--- config.mk ---
export PLATFORM = sky130hd
export DESIGN_NAME = sbl_kernel
export DESIGN_NICKNAME = d
export VERILOG_FILES = /design/src/hdl/sbl_pkg.sv /design/src/hdl/sbl_kernel.sv
export SDC_FILE = /design/constraint.sdc
export NUM_CORES = 1
export LEC_CHECK = 0
export CAP_MARGIN = 20
export CORE_ASPECT_RATIO = 1.1
export CORE_MARGIN = 5
export CORE_UTILIZATION = 35
export DETAILED_ROUTE_END_ITERATION = 12
export DONT_BUFFER_PORTS = 1
export MAX_ROUTING_LAYER = met4
export PLACE_DENSITY = 0.58
export SLEW_MARGIN = 40
export SYNTH_ARGS = -nofsm -noshare
export SYNTH_HDL_FRONTEND = slang
export SYNTH_SLANG_ARGS = --single-unit
--- constraint.sdc ---
create_clock -name vclk -period 5.3
set_clock_uncertainty 0.1 [all_clocks]
set_input_delay 1.06 -clock vclk [all_inputs]
set_output_delay 1.06 -clock vclk [all_outputs]
set_load 0.05 [all_outputs]
--- src/hdl/sbl_pkg.sv ---
// Shared constants and types for the 3x3 Sobel gradient unit.
// No dependencies; sbl_kernel and sobel_gradient_3x3_unit import this package.
`default_nettype none

package sbl_pkg;

    localparam int MAX_WIDTH_DEF  = 1024;
    localparam int PIXEL_BITS_DEF = 8;

    // Row limit of a frame, independent of the line length.
    localparam int HEIGHT_LIMIT = 1024;
    localparam int ROW_BITS     = $clog2(HEIGHT_LIMIT);

    localparam int GRAD_BITS    = 11;
    localparam int CFG_BITS     = 11;
    localparam int REG_IDX_BITS = 2;

    localparam logic [REG_IDX_BITS-1:0] REG_DIRECTION    = 2'd0;
    localparam logic [REG_IDX_BITS-1:0] REG_IMAGE_WIDTH  = 2'd1;
    localparam logic [REG_IDX_BITS-1:0] REG_IMAGE_HEIGHT = 2'd2;

    localparam logic                RESET_DIRECTION = 1'b0;
    localparam logic [CFG_BITS-1:0] RESET_WIDTH     = 11'd64;
    localparam logic [CFG_BITS-1:0] RESET_HEIGHT    = 11'd64;

    // Which neighbor rows/columns of the window lie inside the image.
    typedef struct packed {
        logic top;
        logic bottom;
        logic left;
        logic right;
    } sbl_mask_t;

endpackage

`default_nettype wire

--- src/hdl/sbl_kernel.sv ---
// Sobel kernel: masked 3x3 window to a saturated signed gradient.
// Depends on sbl_pkg for the mask type and the gradient width.
`default_nettype none

module sbl_kernel
    import sbl_pkg::*;
#(
    parameter int PIXEL_BITS = PIXEL_BITS_DEF
) (
    input  wire logic [PIXEL_BITS-1:0]       win [3][3],
    input  wire sbl_mask_t                   mask,
    input  wire logic                        direction,
    output logic signed [GRAD_BITS-1:0]      gradient
);

    localparam int SUM_BITS  = PIXEL_BITS + 2;
    localparam int DIFF_BITS = SUM_BITS + 1;
    localparam int EXT_BITS  = (DIFF_BITS > GRAD_BITS) ? DIFF_BITS : GRAD_BITS;
    localparam logic signed [EXT_BITS-1:0] GRAD_MAX = EXT_BITS'((1 << (GRAD_BITS - 1)) - 1);
    localparam logic signed [EXT_BITS-1:0] GRAD_MIN = -GRAD_MAX - EXT_BITS'(1);

    logic [PIXEL_BITS-1:0] pm [3][3];
    logic [PIXEL_BITS-1:0] pos0, pos1, pos2, neg0, neg1, neg2;
    logic [SUM_BITS-1:0]   pos_sum, neg_sum;
    logic signed [DIFF_BITS-1:0] diff;
    logic signed [EXT_BITS-1:0]  diff_ext;

    // Zero the neighbors that fall outside the image.
    always_comb begin
        for (int k = 0; k < 3; k++) begin
            for (int j = 0; j < 3; j++) begin
                if ((k == 0 && !mask.top) || (k == 2 && !mask.bottom) ||
                    (j == 0 && !mask.left) || (j == 2 && !mask.right)) begin
                    pm[k][j] = '0;
                end else begin
                    pm[k][j] = win[k][j];
                end
            end
        end
    end

    always_comb begin
        if (direction) begin
            pos0 = pm[0][2]; pos1 = pm[1][2]; pos2 = pm[2][2];
            neg0 = pm[0][0]; neg1 = pm[1][0]; neg2 = pm[2][0];
        end else begin
            pos0 = pm[2][0]; pos1 = pm[2][1]; pos2 = pm[2][2];
            neg0 = pm[0][0]; neg1 = pm[0][1]; neg2 = pm[0][2];
        end
        pos_sum  = SUM_BITS'(pos0) + {1'b0, pos1, 1'b0} + SUM_BITS'(pos2);
        neg_sum  = SUM_BITS'(neg0) + {1'b0, neg1, 1'b0} + SUM_BITS'(neg2);
        diff     = $signed({1'b0, pos_sum}) - $signed({1'b0, neg_sum});
        diff_ext = EXT_BITS'(diff);
        if (diff_ext > GRAD_MAX) begin
            gradient = GRAD_MAX[GRAD_BITS-1:0];
        end else if (diff_ext < GRAD_MIN) begin
            gradient = GRAD_MIN[GRAD_BITS-1:0];
        end else begin
            gradient = diff_ext[GRAD_BITS-1:0];
        end
    end

endmodule

`default_nettype wire

==> results of run 1 <==
logic make-up (layout without fill, tap and decap cells):
| logic type | count (synthesis) | in the layout | synth area share [%] |
|---|---|---|---|
| xor gates and xnor gates | 7 | 7 | 3.61 |
| and+or+nand+nor | 62 | 64 | 16.5 |
| buffers and inverters | 62 | 88 | 15.7 |
| AOI/OAI and AO/OA | 46 | 46 | 18.8 |
| adders and majority gates | 43 | 43 | 45.4 |
| other | 0 | 1 | 0 |
layer usage:
metal,vias to the layer above,track usage [%],routed length (µm)
li1,770,-,-
met2,57,28.0,2430
met3,0,3.25,385
met4,0,0,0
met1,764,19.5,1890
met5,-,-,0
through the flow:
step	hold slack, ns	setup WS (ns)	TNS, ns	util [%]
6_report	2.49	-0.167	-0.580	54.6
5_1_grt	2.51	-0.339	-1.52	54.6
4_1_cts	2.49	-0.221	-0.661	52.5
3_5_place_dp	2.48	-0.405	-2.13	50.0
3_3_place_gp	2.49	-0.396	-1.97	50.0
2_1_floorplan	2.57	-0.258	-1.61	-
cell type report:
class              instances  area [µm²]  area share [%]
diodes                     1        2.50          0.0978
multi-input cells        160        1890            73.8
repair buffers            42         425            16.6
well taps                 56        70.1            2.74
inverters                 46         173            6.75
cell usage after synthesis, drive strengths merged:
master and number:
nor2 10, a31oi 11, ha 12, buf 10, and2 5, nor3 1, o21ai 9, a22o 6
o211ai 1, clkbuf 6, nand2 27, inv 46, fa 31, nand3 11, a21oi 6, xnor2 6
or3 1, and3 5, a22oi 9, o221ai 1, nor2b 2, a21o 2, xor2 1, o21a 1
how the worst min path moves through the flow:
stage	startpoint	endpoint	slack [ns]	depth (start not counted)
2_1_floorplan	win[65]	gradient[0]	2.57	3
3_3_place_gp	win[65]	gradient[0]	2.49	2
3_5_place_dp	win[65]	gradient[0]	2.48	2
4_1_cts	win[65]	gradient[0]	2.49	2
5_1_grt	win[65]	gradient[0]	2.51	2
6_report	win[65]	gradient[0]	2.49	2
repair_timing:
| item | in CTS | in global routing |
|---|---|---|
| hold endpoints to repair | 0 | 0 |
| resized for setup | 30 | 20 |
| setup buffers | 1 | 2 |
| pin swaps | 18 | 25 |
| endpoints found under the setup margin | 7 | 7 |
| gates cloned | 2 | 0 |
power by group:
| group | leakage (nW) | internal, mW | switching (mW) | total [mW] |
|---|---|---|---|---|
| Clock | 0.00000634 | 0.0000000252 | 0 | 0.0000000252 |
| Combinational | 1.12 | 0.880 | 0.923 | 1.80 |
| Sequential | 0 | 0 | 0 | 0 |
| Total | 1.12 | 0.880 | 0.923 | 1.80 |
==> impl_table.tex, run 1 <==
\begin{tabular}{lr}
\hline
Metric & Value \\
\hline
\multicolumn{2}{l}{\textbf{Run status}} \\
\quad Status & finished, violations left \\
\quad Violated checks & negative setup slack \\
\multicolumn{2}{l}{\textbf{STA}} \\
\quad Slew @ Worst Pin & 0.442 ns \\
\quad Unrepaired setup endpoints after global routing & yes \\
\quad Slew margin rel. & 70.6\% \\
\quad Share of the clock period used by the worst path after layout & 103\% \\
\quad Shortest period the worst path allows & 5.47 ns \\
\quad Achievable Freq & 0.183 GHz \\
\quad Pins over their slew limit & 0 \\
\quad Final Hold Vio Count & 0 \\
\quad Final-report setup violation count & 6 \\
\quad Final WS setup & -0.167 ns \\
\multicolumn{2}{l}{\textbf{Synth}} \\
\quad Share of the yosys chip area belonging to registers & 0\% \\
\quad Top cells by area in the synthesized netlist & sky130\_fd\_sc\_hd\_\_fa\_1 (37\%), sky130\_fd\_sc\_hd\_\_inv\_1 (10\%), sky130\_fd\_sc\_hd\_\_ha\_1 (8.8\%) \\
\quad Synthesis warning total & 0 \\
\quad Post-synth top area cell & sky130\_fd\_sc\_hd\_\_fa\_1 \\
\quad Instance count of the mapped netlist & 220 \\
\quad Post-synthesis instance area & 1700 µm² \\
\quad Mean post-synth cell area & 7.72 µm² \\
\quad Proportion of netlist area held by the largest area contributor & 36.6\% \\
\quad Synth Net Count & 340 \\
\quad Number of distinct library cells after synthesis & 31 \\
\multicolumn{2}{l}{\textbf{Route}} \\
\quad Number of design rule violations left after detail routing & 0 \\
\quad Detailed-router iteration count before antenna repair & 6 \\
\quad Total wire length after detailed routing & 4.71 mm \\
\quad Detailed-route via count & 1591 \\
\quad Remaining antenna violation count & 0 \\
\quad Routed wire per std cell & 15.4 µm \\
\quad Ratio of routed vias to standard cells & 5.22 \\
\quad DRT iter0 DRCs & 36 \\
\multicolumn{2}{l}{\textbf{Critical path}} \\
\quad Capture point of the worst path & gradient[8] \\
\quad Worst setup SP type & input port \\
\quad Data required time of the worst path & 4.14 ns \\
\quad Class of the most critical setup path & input port to output port \\
\quad Cell depth of the worst setup path & 16 \\
\quad Crit. Startpoint & mask[0] \\
\quad Arrival time worst endpoint & 4.31 ns \\
\quad Endpoint type of the worst setup path & output port \\
\quad Most prevalent standard cell on the critical path & sky130\_fd\_sc\_hd\_\_fa\_1 \\
\quad CP bufs+invs & 4 \\
\quad Slowest stage cell on the critical path & sky130\_fd\_sc\_hd\_\_fa\_1 \\
\quad Maximum fanout along the worst path & 11 \\
\quad Slowest stage delay, CP & 0.49 ns \\
\quad CP delay by family, top & adder cells \\
\quad Cell-by-cell trace of the critical path & and2\_4 -> buf\_4 -> nand2\_1 -> nor2\_1 -> a31oi\_4 -> fa\_1 -> fa\_1 -> inv\_1 -> fa\_1 -> inv\_2 -> ha\_4 -> a21oi\_2 -> o21a\_4 -> o21ai\_4 -> xor2\_4 -> buf\_12 \\
\multicolumn{2}{l}{\textbf{Placed design}} \\
\quad Dpl cells & 299 \\
\quad Final HPWL DP & 4.07 mm \\
\quad Placed instance area & 2340 µm² \\
\quad IO Port Bufs & 0 \\
\quad Placer congestion estimate & 0.849 \\
\multicolumn{2}{l}{\textbf{Final layout}} \\
\quad Top library cells by usage in the layout, fill and taps aside & sky130\_fd\_sc\_hd\_\_inv\_1 (34), sky130\_fd\_sc\_hd\_\_fa\_1 (29), sky130\_fd\_sc\_hd\_\_buf\_4 (29) \\
\quad Reg area & 0 µm² \\
\quad Final cell count without fillers & 305 \\
\quad Area overhead of the layout relative to synthesis & 50.6\% \\
\quad Final-stage net count & 370 \\
\quad Count of clock-net buffers in the final layout & 0 \\
\quad Most common cell after layout, fill and taps aside & sky130\_fd\_sc\_hd\_\_inv\_1 \\
\quad Fraction of layout cells with a size suffix above 1 & 46.8\% \\
\quad Final-layout fill cell count & 447 \\
\quad Post-route standard cell area excluding fillers & 2560 µm² \\
\quad Flip-flop and latch count & 0 \\
\multicolumn{2}{l}{\textbf{Global route}} \\
\quad All-Layer GR Usage & 15.7\% \\
\quad Global-route congestion overflow total & 0 \\
\quad Initial antenna violation count & 1 \\
\quad Global-route wire length before repair & 8.22 mm \\
\quad Via count of the first global-routing pass & 1803 \\
\quad Pin count of the biggest net entering global routing & 39 \\
\multicolumn{2}{l}{\textbf{Pwr}} \\
\quad Pwr Density & 705 nW/µm² \\
\quad Leak Pwr & 1.12 nW \\
\quad Total design power & 1.80 mW \\
\quad Peak supply drop & 0.000627 V \\
\multicolumn{2}{l}{\textbf{Floorplan}} \\
\quad Core outline area & 4680 µm² \\
\quad Number of core rows & 26 \\
\quad Width of the chip & 76.4 µm \\
\quad Die Y & 83.1 µm \\
\quad Initial cell density of the core & 36.2\% \\
\quad Area enclosed by the die boundary & 6350 µm² \\
\quad Top-Level Pins & 88 \\
\multicolumn{2}{l}{\textbf{Clock network}} \\
\quad Post-cts hold buffer count & 0 \\
\multicolumn{2}{l}{\textbf{Min path}} \\
\quad Class of the tightest hold or removal check & input port to output port \\
\multicolumn{2}{l}{\textbf{Flow run}} \\
\quad Max\_cap viols & 0 \\
\hline
\end{tabular}
(Power assumes the default switching activity.)
==> inputs of run 2 (changes only) <==
--- a/config.mk
+++ b/config.mk
@@ -17,3 +17,4 @@
 export SYNTH_ARGS = -nofsm -noshare
 export SYNTH_HDL_FRONTEND = slang
 export SYNTH_SLANG_ARGS = --single-unit
+export TNS_END_PERCENT = 1
==> run 2 against run 1 <==
  * The run still ends with negative setup slack left
  * Via count down 0.75%
  * Setup slack better by 0.013 ns
  * Critical path depth up 1
  * Die area unchanged
  * Core utilization down 3.3 points
  * Final area down 6.1%
  * Non-clock buffer count down 4
  * Routed wire length down 3.7%
==> impl_table.tex, run 2 (same netlist as run 1, synthesis figures left out) <==
\begin{tabular}{lr}
\hline
Metric & Value \\
\hline
\multicolumn{2}{l}{\textbf{STA}} \\
\quad Slew margin rel. & 70.3\% (-0.26 points) \\
\quad Total negative slack & -0.511 ns (+0.0690 ns) \\
\quad Final-report setup violation count & 5 (-1) \\
\quad Achievable Freq & 0.183 GHz (+0.24\%) \\
\quad Share of the clock period used by the worst path after layout & 103\% (-0.25 points) \\
\quad Unrepaired setup endpoints after global routing & yes \\
\quad Slew @ Worst Pin & 0.446 ns (+0.00397 ns) \\
\quad Hold Worst Slack & 2.49 ns (+0.00210 ns) \\
\quad Final Hold Vio Count & 0 (unchanged) \\
\quad Pins over their slew limit & 0 (unchanged) \\
\quad Shortest period the worst path allows & 5.45 ns (-0.0132 ns) \\
\quad Final WS setup & -0.154 ns (+0.0132 ns) \\
\multicolumn{2}{l}{\textbf{Route}} \\
\quad Detailed-router iteration count before antenna repair & 4 (-2) \\
\quad DRT iter0 DRCs & 56 (+56\%) \\
\quad Routed wire per std cell & 15.1 µm (-2.1\%) \\
\quad Remaining antenna violation count & 0 (unchanged) \\
\quad Detailed-route via count & 1579 (-0.75\%) \\
\quad Number of design rule violations left after detail routing & 0 (unchanged) \\
\quad Total wire length after detailed routing & 4.54 mm (-3.7\%) \\
\quad Ratio of routed vias to standard cells & 5.26 (+0.90\%) \\
\multicolumn{2}{l}{\textbf{Run status}} \\
\quad Violated checks & negative setup slack \\
\quad Status & finished, violations left \\
\multicolumn{2}{l}{\textbf{Floorplan}} \\
\quad Core outline area & 4680 µm² (unchanged) \\
\quad Width of the chip & 76.4 µm (unchanged) \\
\quad Die Y & 83.1 µm (unchanged) \\
\quad Initial cell density of the core & 36.2\% (unchanged) \\
\quad Area enclosed by the die boundary & 6350 µm² (unchanged) \\
\quad Top-Level Pins & 88 (unchanged) \\
\quad Number of core rows & 26 (unchanged) \\
\multicolumn{2}{l}{\textbf{Critical path}} \\
\quad Arrival time worst endpoint & 4.29 ns (-0.02 ns) \\
\quad Worst setup SP type & input port \\
\quad Data required time of the worst path & 4.14 ns (about the same) \\
\quad Maximum fanout along the worst path & 7 (-4) \\
\quad Class of the most critical setup path & input port to output port \\
\quad Endpoint type of the worst setup path & output port \\
\multicolumn{2}{l}{\textbf{Min path}} \\
\quad Worst Hold Endpoint & gradient[0] \\
\quad Class of the tightest hold or removal check & input port to output port \\
\quad Cell count of the worst hold path & 2 (unchanged) \\
\quad Startpoint of the lowest-slack hold path & win[65] \\
\multicolumn{2}{l}{\textbf{Final layout}} \\
\quad Top library cells by usage in the layout, fill and taps aside & sky130\_fd\_sc\_hd\_\_inv\_1 (39), sky130\_fd\_sc\_hd\_\_fa\_1 (30), sky130\_fd\_sc\_hd\_\_buf\_4 (28) \\
\quad Most common cell after layout, fill and taps aside & sky130\_fd\_sc\_hd\_\_inv\_1 \\
\quad Area overhead of the layout relative to synthesis & 41.5\% \\
\quad Flip-flop and latch count & 0 (unchanged) \\
\quad Count of clock-net buffers in the final layout & 0 (unchanged) \\
\quad Final cell count without fillers & 300 (-1.6\%) \\
\quad Post-route standard cell area excluding fillers & 2400 µm² (-6.1\%) \\
\quad Reg area & 0 µm² (unchanged) \\
\quad Fraction of layout cells with a size suffix above 1 & 37.0\% (-9.7 points) \\
\quad Final-stage net count & 365 (-1.4\%) \\
\multicolumn{2}{l}{\textbf{Pwr}} \\
\quad Pwr Density & 680 nW/µm² (-3.6\%) \\
\quad Peak supply drop & 0.000580 V (-7.4\%) \\
\quad Leak Pwr & 1.06 nW (-5.2\%) \\
\multicolumn{2}{l}{\textbf{Placed design}} \\
\quad IO Port Bufs & 0 (unchanged) \\
\quad Placed instance area & 2280 µm² (-2.5\%) \\
\quad Dpl cells & 292 (-2.3\%) \\
\quad Placer congestion estimate & 0.846 (-0.44\%) \\
\quad Place WS & -0.381 ns (+0.0232 ns) \\
\quad Final HPWL DP & 3.95 mm (-3.0\%) \\
\multicolumn{2}{l}{\textbf{Global route}} \\
\quad Initial antenna violation count & 1 (unchanged) \\
\quad Pin count of the biggest net entering global routing & 39 (unchanged) \\
\quad Met2 track utilization from global routing & 25.7\% (-2.3 points) \\
\quad All-Layer GR Usage & 14.5\% (-1.2 points) \\
\quad Via count of the first global-routing pass & 1672 (-7.3\%) \\
\quad Met1 track utilization from global routing & 17.2\% (-2.3 points) \\
\quad Met3 layer usage reported by global route & 4.55\% (+1.3 points) \\
\quad Most used routing layer & met2 \\
\quad Global-route congestion overflow total & 0 (unchanged) \\
\quad Global-route wire length before repair & 7.59 mm (-7.7\%) \\
\multicolumn{2}{l}{\textbf{Flow run}} \\
\quad Max\_cap viols & 0 (unchanged) \\
\multicolumn{2}{l}{\textbf{Clock network}} \\
\quad Post-cts hold buffer count & 0 (unchanged) \\
\hline
\end{tabular}
[run 2: critical path: stages]
cell	delay (ns)
sky130_fd_sc_hd__and2_4	0.18
sky130_fd_sc_hd__nand2_1	0.08
sky130_fd_sc_hd__nor2_2	0.15
sky130_fd_sc_hd__a31oi_4	0.05
sky130_fd_sc_hd__fa_1	0.48
sky130_fd_sc_hd__ha_1	0.29
sky130_fd_sc_hd__inv_1	0.04
sky130_fd_sc_hd__fa_1	0.49
sky130_fd_sc_hd__ha_2	0.20
sky130_fd_sc_hd__inv_2	0.04
sky130_fd_sc_hd__fa_2	0.39
sky130_fd_sc_hd__inv_2	0.07
sky130_fd_sc_hd__a21oi_4	0.06
sky130_fd_sc_hd__o221ai_2	0.13
sky130_fd_sc_hd__o211ai_1	0.21
sky130_fd_sc_hd__xnor2_4	0.23
sky130_fd_sc_hd__buf_12	0.15
[run 2: final cells by class]
class              count  area [µm²]
repair buffers        38         387
inverters             46         173
multi-input cells    159        1770
well taps             56        70.1
fillers              456        2280
diodes                 1        2.50
[run 2: worst max path at each step]
stage                       start           to  slack [ns]  cells after the start
after floorplan           mask[2]  gradient[8]       -0.26                     16
after global placement    mask[1]  gradient[9]       -0.37                     13
after detailed placement  mask[1]  gradient[9]       -0.38                     13
after CTS                 mask[0]  gradient[9]       -0.17                     16
after global routing      mask[1]  gradient[9]       -0.31                     17
final                     mask[1]  gradient[9]       -0.15                     17
[run 2: per-stage QoR]
step | util [%] | total power, mW
after global placement | 48.7 | 1.60
after CTS | 49.7 | 1.64
after global routing | 51.3 | 1.75
after detailed placement | 48.7 | 1.61
after floorplan | - | 1.03
final | 51.3 | 1.63
[run 2: routing by layer]
metal / routed length [µm] / share of wire (%) / up-vias
met3: 491 / 11 / 0
met2: 2250 / 49 / 69
li1: - / - / 761
met4: 0 / 0 / 0
met1: 1800 / 40 / 749
met5: 0 / 0 / -
[run 2: repair_timing]
item / CTS / global route
resized for setup: 13 / 6
endpoints found under the setup margin: 7 / 7
buffers inserted: 0 / 5
gates cloned: 1 / 1
pin swaps: 7 / 12
[run 2: power by group]
group          switching, mW    total [mW]  internal (mW)  leakage (nW)
Combinational          0.857          1.63          0.776          1.06
Clock                      0  0.0000000252   0.0000000252    0.00000634
Sequential                 0             0              0             0
Total                  0.857          1.63          0.776          1.06
==> inputs of run 3 (changes only) <==
--- a/config.mk
+++ b/config.mk
@@ -5,6 +5,7 @@
 export SDC_FILE = /design/constraint.sdc
 export NUM_CORES = 1
 export LEC_CHECK = 0
+export ABC_AREA = 1
 export CAP_MARGIN = 20
 export CORE_ASPECT_RATIO = 1.1
 export CORE_MARGIN = 5
@@ -13,6 +14,7 @@
 export DONT_BUFFER_PORTS = 1
 export MAX_ROUTING_LAYER = met4
 export PLACE_DENSITY = 0.58
+export SETUP_SLACK_MARGIN = 0.2
 export SLEW_MARGIN = 40
 export SYNTH_ARGS = -nofsm -noshare
 export SYNTH_HDL_FRONTEND = slang
==> run 3 against run 2 <==
  * The flow now finishes without violations
  * Power grew 1.3%
  * Setup slack improved by 0.27 ns
  * Sequential share of layout area unchanged
  * Fmax rose by 5.3%
  * Largest power group unchanged
  * Routed wire length grew 2.9%
  * Synthesized area up 6.9%
==> impl_table.tex, run 3 <==
\begin{tabular}{lr}
\hline
Metric & Value \\
\hline
\multicolumn{2}{l}{\textbf{Run status}} \\
\quad Status & completed \\
\multicolumn{2}{l}{\textbf{Route}} \\
\quad Total wire length after detailed routing & 4.67 mm (+2.9\%) \\
\quad Ratio of routed vias to standard cells & 4.87 (-7.5\%) \\
\quad Detailed-route via count & 1753 (+11\%) \\
\quad Detailed-router iteration count before antenna repair & 4 (unchanged) \\
\quad Routed wire per std cell & 13.0 µm (-14\%) \\
\quad DRT iter0 DRCs & 36 (-36\%) \\
\quad Number of design rule violations left after detail routing & 0 (unchanged) \\
\quad Remaining antenna violation count & 0 (unchanged) \\
\multicolumn{2}{l}{\textbf{Global route}} \\
\quad Global-route wire length before repair & 8.07 mm (+6.4\%) \\
\quad All-Layer GR Usage & 15.0\% (+0.44 points) \\
\quad Met1 track utilization from global routing & 18.4\% (+1.2 points) \\
\quad Initial antenna violation count & 0 (-1) \\
\quad Pin count of the biggest net entering global routing & 23 (-41\%) \\
\quad Global-route congestion overflow total & 0 (unchanged) \\
\quad Via count of the first global-routing pass & 1873 (+12\%) \\
\quad Most used routing layer & met2 \\
\quad Met3 layer usage reported by global route & 0.840\% (-3.7 points) \\
\quad Met2 track utilization from global routing & 28.5\% (+2.8 points) \\
\multicolumn{2}{l}{\textbf{Synth}} \\
\quad Mean post-synth cell area & 6.41 µm² (-17\%) \\
\quad Synthesis warning total & 0 (unchanged) \\
\quad Post-synthesis instance area & 1810 µm² (+6.9\%) \\
\quad Number of distinct library cells after synthesis & 20 (-35\%) \\
\quad Parity-gate share of the synthesized area counting xor and xnor cells & 1.45\% (-2.2 points) \\
\quad Share of the yosys chip area belonging to registers & 0\% (unchanged) \\
\quad Dominant combinational cell family by area after synthesis & adder cells \\
\quad Post-synth top area cell & sky130\_fd\_sc\_hd\_\_fa\_1 \\
\quad Proportion of netlist area held by the largest area contributor & 34.2\% (-2.3 points) \\
\quad Synth Net Count & 403 (+19\%) \\
\quad Most frequent cells after synthesis & sky130\_fd\_sc\_hd\_\_inv\_1 (90), sky130\_fd\_sc\_hd\_\_nand2\_1 (65), sky130\_fd\_sc\_hd\_\_fa\_1 (31) \\
\quad Instance count of the mapped netlist & 283 (+29\%) \\
\quad Synth Area in Compound Gates & 12.6\% (-6.2 points) \\
\quad Share of synthesized area spent on multiplexers & 0\% (unchanged) \\
\quad Most frequent cell after synthesis & sky130\_fd\_sc\_hd\_\_inv\_1 \\
\quad Basic-gate share of the synthesized area counting and, or, nand and nor cells & 22.7\% (+6.2 points) \\
\quad Top cells by area in the synthesized netlist & sky130\_fd\_sc\_hd\_\_fa\_1 (34\%), sky130\_fd\_sc\_hd\_\_inv\_1 (19\%), sky130\_fd\_sc\_hd\_\_nand2\_1 (13\%) \\
\quad Adder-cell share of the synthesized area & 42.5\% (-2.9 points) \\
\multicolumn{2}{l}{\textbf{Critical path}} \\
\quad Slowest stage delay, CP & 0.52 ns (+0.03 ns) \\
\quad CP bufs+invs & 6 (+2) \\
\quad Arrival time worst endpoint & 4.02 ns (-0.27 ns) \\
\quad CP delay by family, top & adder cells \\
\quad Maximum fanout along the worst path & 7 (unchanged) \\
\quad Class of the most critical setup path & input port to output port \\
\quad Slowest stage cell on the critical path & sky130\_fd\_sc\_hd\_\_fa\_1 \\
\quad Data required time of the worst path & 4.14 ns (about the same) \\
\quad Worst setup SP type & input port \\
\quad Endpoint type of the worst setup path & output port \\
\quad Cell-by-cell trace of the critical path & nand2\_2 -> inv\_4 -> buf\_4 -> a22o\_1 -> fa\_1 -> fa\_1 -> inv\_1 -> fa\_1 -> inv\_1 -> ha\_4 -> nand2\_1 -> inv\_1 -> nand3\_2 -> nand2\_4 -> a21oi\_4 -> buf\_12 \\
\multicolumn{2}{l}{\textbf{STA}} \\
\quad Share of the clock period used by the worst path after layout & 97.8\% (-5.1 points) \\
\quad Shortest period the worst path allows & 5.18 ns (-0.273 ns) \\
\quad Final Hold Vio Count & 0 (unchanged) \\
\quad Slew margin rel. & 70.1\% (-0.20 points) \\
\quad Hold Worst Slack & 2.50 ns (+0.00754 ns) \\
\quad Total negative slack & 0 ns (+0.511 ns) \\
\quad Unrepaired setup endpoints after global routing & yes \\
\quad Slew @ Worst Pin & 0.449 ns (+0.00305 ns) \\
\quad Final-report setup violation count & 0 (-5) \\
\quad Pins over their slew limit & 0 (unchanged) \\
\quad Achievable Freq & 0.193 GHz (+5.3\%) \\
\multicolumn{2}{l}{\textbf{Floorplan}} \\
\quad Width of the chip & 78.6 µm (+2.9\%) \\
\quad Initial cell density of the core & 36.0\% (-0.20 points) \\
\quad Core outline area & 5030 µm² (+7.5\%) \\
\quad Number of core rows & 27 (+3.8\%) \\
\quad Area enclosed by the die boundary & 6720 µm² (+6.0\%) \\
\quad Top-Level Pins & 88 (unchanged) \\
\quad Die Y & 85.5 µm (+3.0\%) \\
\multicolumn{2}{l}{\textbf{Clock network}} \\
\quad Post-cts hold buffer count & 0 (unchanged) \\
\multicolumn{2}{l}{\textbf{Placed design}} \\
\quad Final HPWL DP & 4.12 mm (+4.3\%) \\
\quad Placed instance area & 2180 µm² (-4.4\%) \\
\quad Placer congestion estimate & 0.813 (-3.9\%) \\
\quad IO Port Bufs & 0 (unchanged) \\
\multicolumn{2}{l}{\textbf{Flow run}} \\
\quad Max\_cap viols & 0 (unchanged) \\
\multicolumn{2}{l}{\textbf{Pwr}} \\
\quad Total design power & 1.65 mW (+1.3\%) \\
\quad Peak supply drop & 0.000511 V (-12\%) \\
\quad Leak Pwr & 1.28 nW (+20\%) \\
\quad Pwr Density & 674 nW/µm² (-0.86\%) \\
\multicolumn{2}{l}{\textbf{Final layout}} \\
\quad Top library cells by usage in the layout, fill and taps aside & sky130\_fd\_sc\_hd\_\_inv\_1 (82), sky130\_fd\_sc\_hd\_\_nand2\_1 (45), sky130\_fd\_sc\_hd\_\_fa\_1 (30) \\
\quad Post-route standard cell area excluding fillers & 2450 µm² (+2.2\%) \\
\quad Final Util & 48.8\% (-2.5 points) \\
\quad Flip-flop and latch count & 0 (unchanged) \\
\quad Fraction of layout cells with a size suffix above 1 & 32.1\% (-4.9 points) \\
\quad Area of the multi-input gates & 1780 µm² (+0.78\%) \\
\quad Most common cell after layout, fill and taps aside & sky130\_fd\_sc\_hd\_\_inv\_1 \\
\quad Final-layout fill cell count & 522 (+14\%) \\
\quad Count of clock-net buffers in the final layout & 0 (unchanged) \\
\quad Area overhead of the layout relative to synthesis & 35.3\% \\
\quad Reg area & 0 µm² (unchanged) \\
\quad Final-stage net count & 424 (+16\%) \\
\quad Antenna cell count & 0 (-1) \\
\multicolumn{2}{l}{\textbf{Min path}} \\
\quad Class of the tightest hold or removal check & input port to output port \\
\hline
\end{tabular}
run 3: metrics by stage:
| step | setup slack, ns | instances |
|---|---|---|
| 2_1_floorplan | 0.190 | 283 |
| 3_3_place_gp | 0.00456 | 350 |
| 3_5_place_dp | 0.00926 | 350 |
| 4_1_cts | 0.0674 | 358 |
| 5_1_grt | -0.0263 | 360 |
| 6_report | 0.119 | 360 |
run 3: area by class of cell:
| cell class | instances | area share [%] |
|---|---|---|
| inverter | 93 | 15.0 |
| multi-input combinational | 185 | 72.7 |
| tap | 58 | 2.96 |
| timing repair buffer | 24 | 9.33 |
run 3: routing by layer:
layer / vias up / wire [µm]
met5: - / 0
met4: 0 / 18
met3: 2 / 219
met2: 49 / 2480
met1: 833 / 1950
li1: 869 / -
run 3: cell families (layout without fill, tap and decap cells):
group	count (synthesis)	count (layout)
and+or+nand+nor	103	103
buffers and inverters	98	117
adders and majority gates	43	43
AOI/OAI and AO/OA	36	36
xor gates and xnor gates	3	3
run 3: path summary, 6_finish.rpt:
kind / start / slack (ns) / end / depth (start not counted)
setup / recovery: mask[0] / 0.12 / gradient[10] / 16
hold / removal: win[65] / 2.50 / gradient[0] / 2
run 3: where the power goes:
part	internal (mW)	total (mW)	switching, mW
registers	0	0	0
logic	0.662	1.65	0.992
clock network	0	0	0
total	0.662	1.65	0.992
run 3: what timing repair did:
item                                    CTS  global route
gates resized for setup                  39            25
pin swaps                                34            30
setup buffers                             8             2
endpoints found under the setup margin    8             8
hold endpoints to repair                  0             0
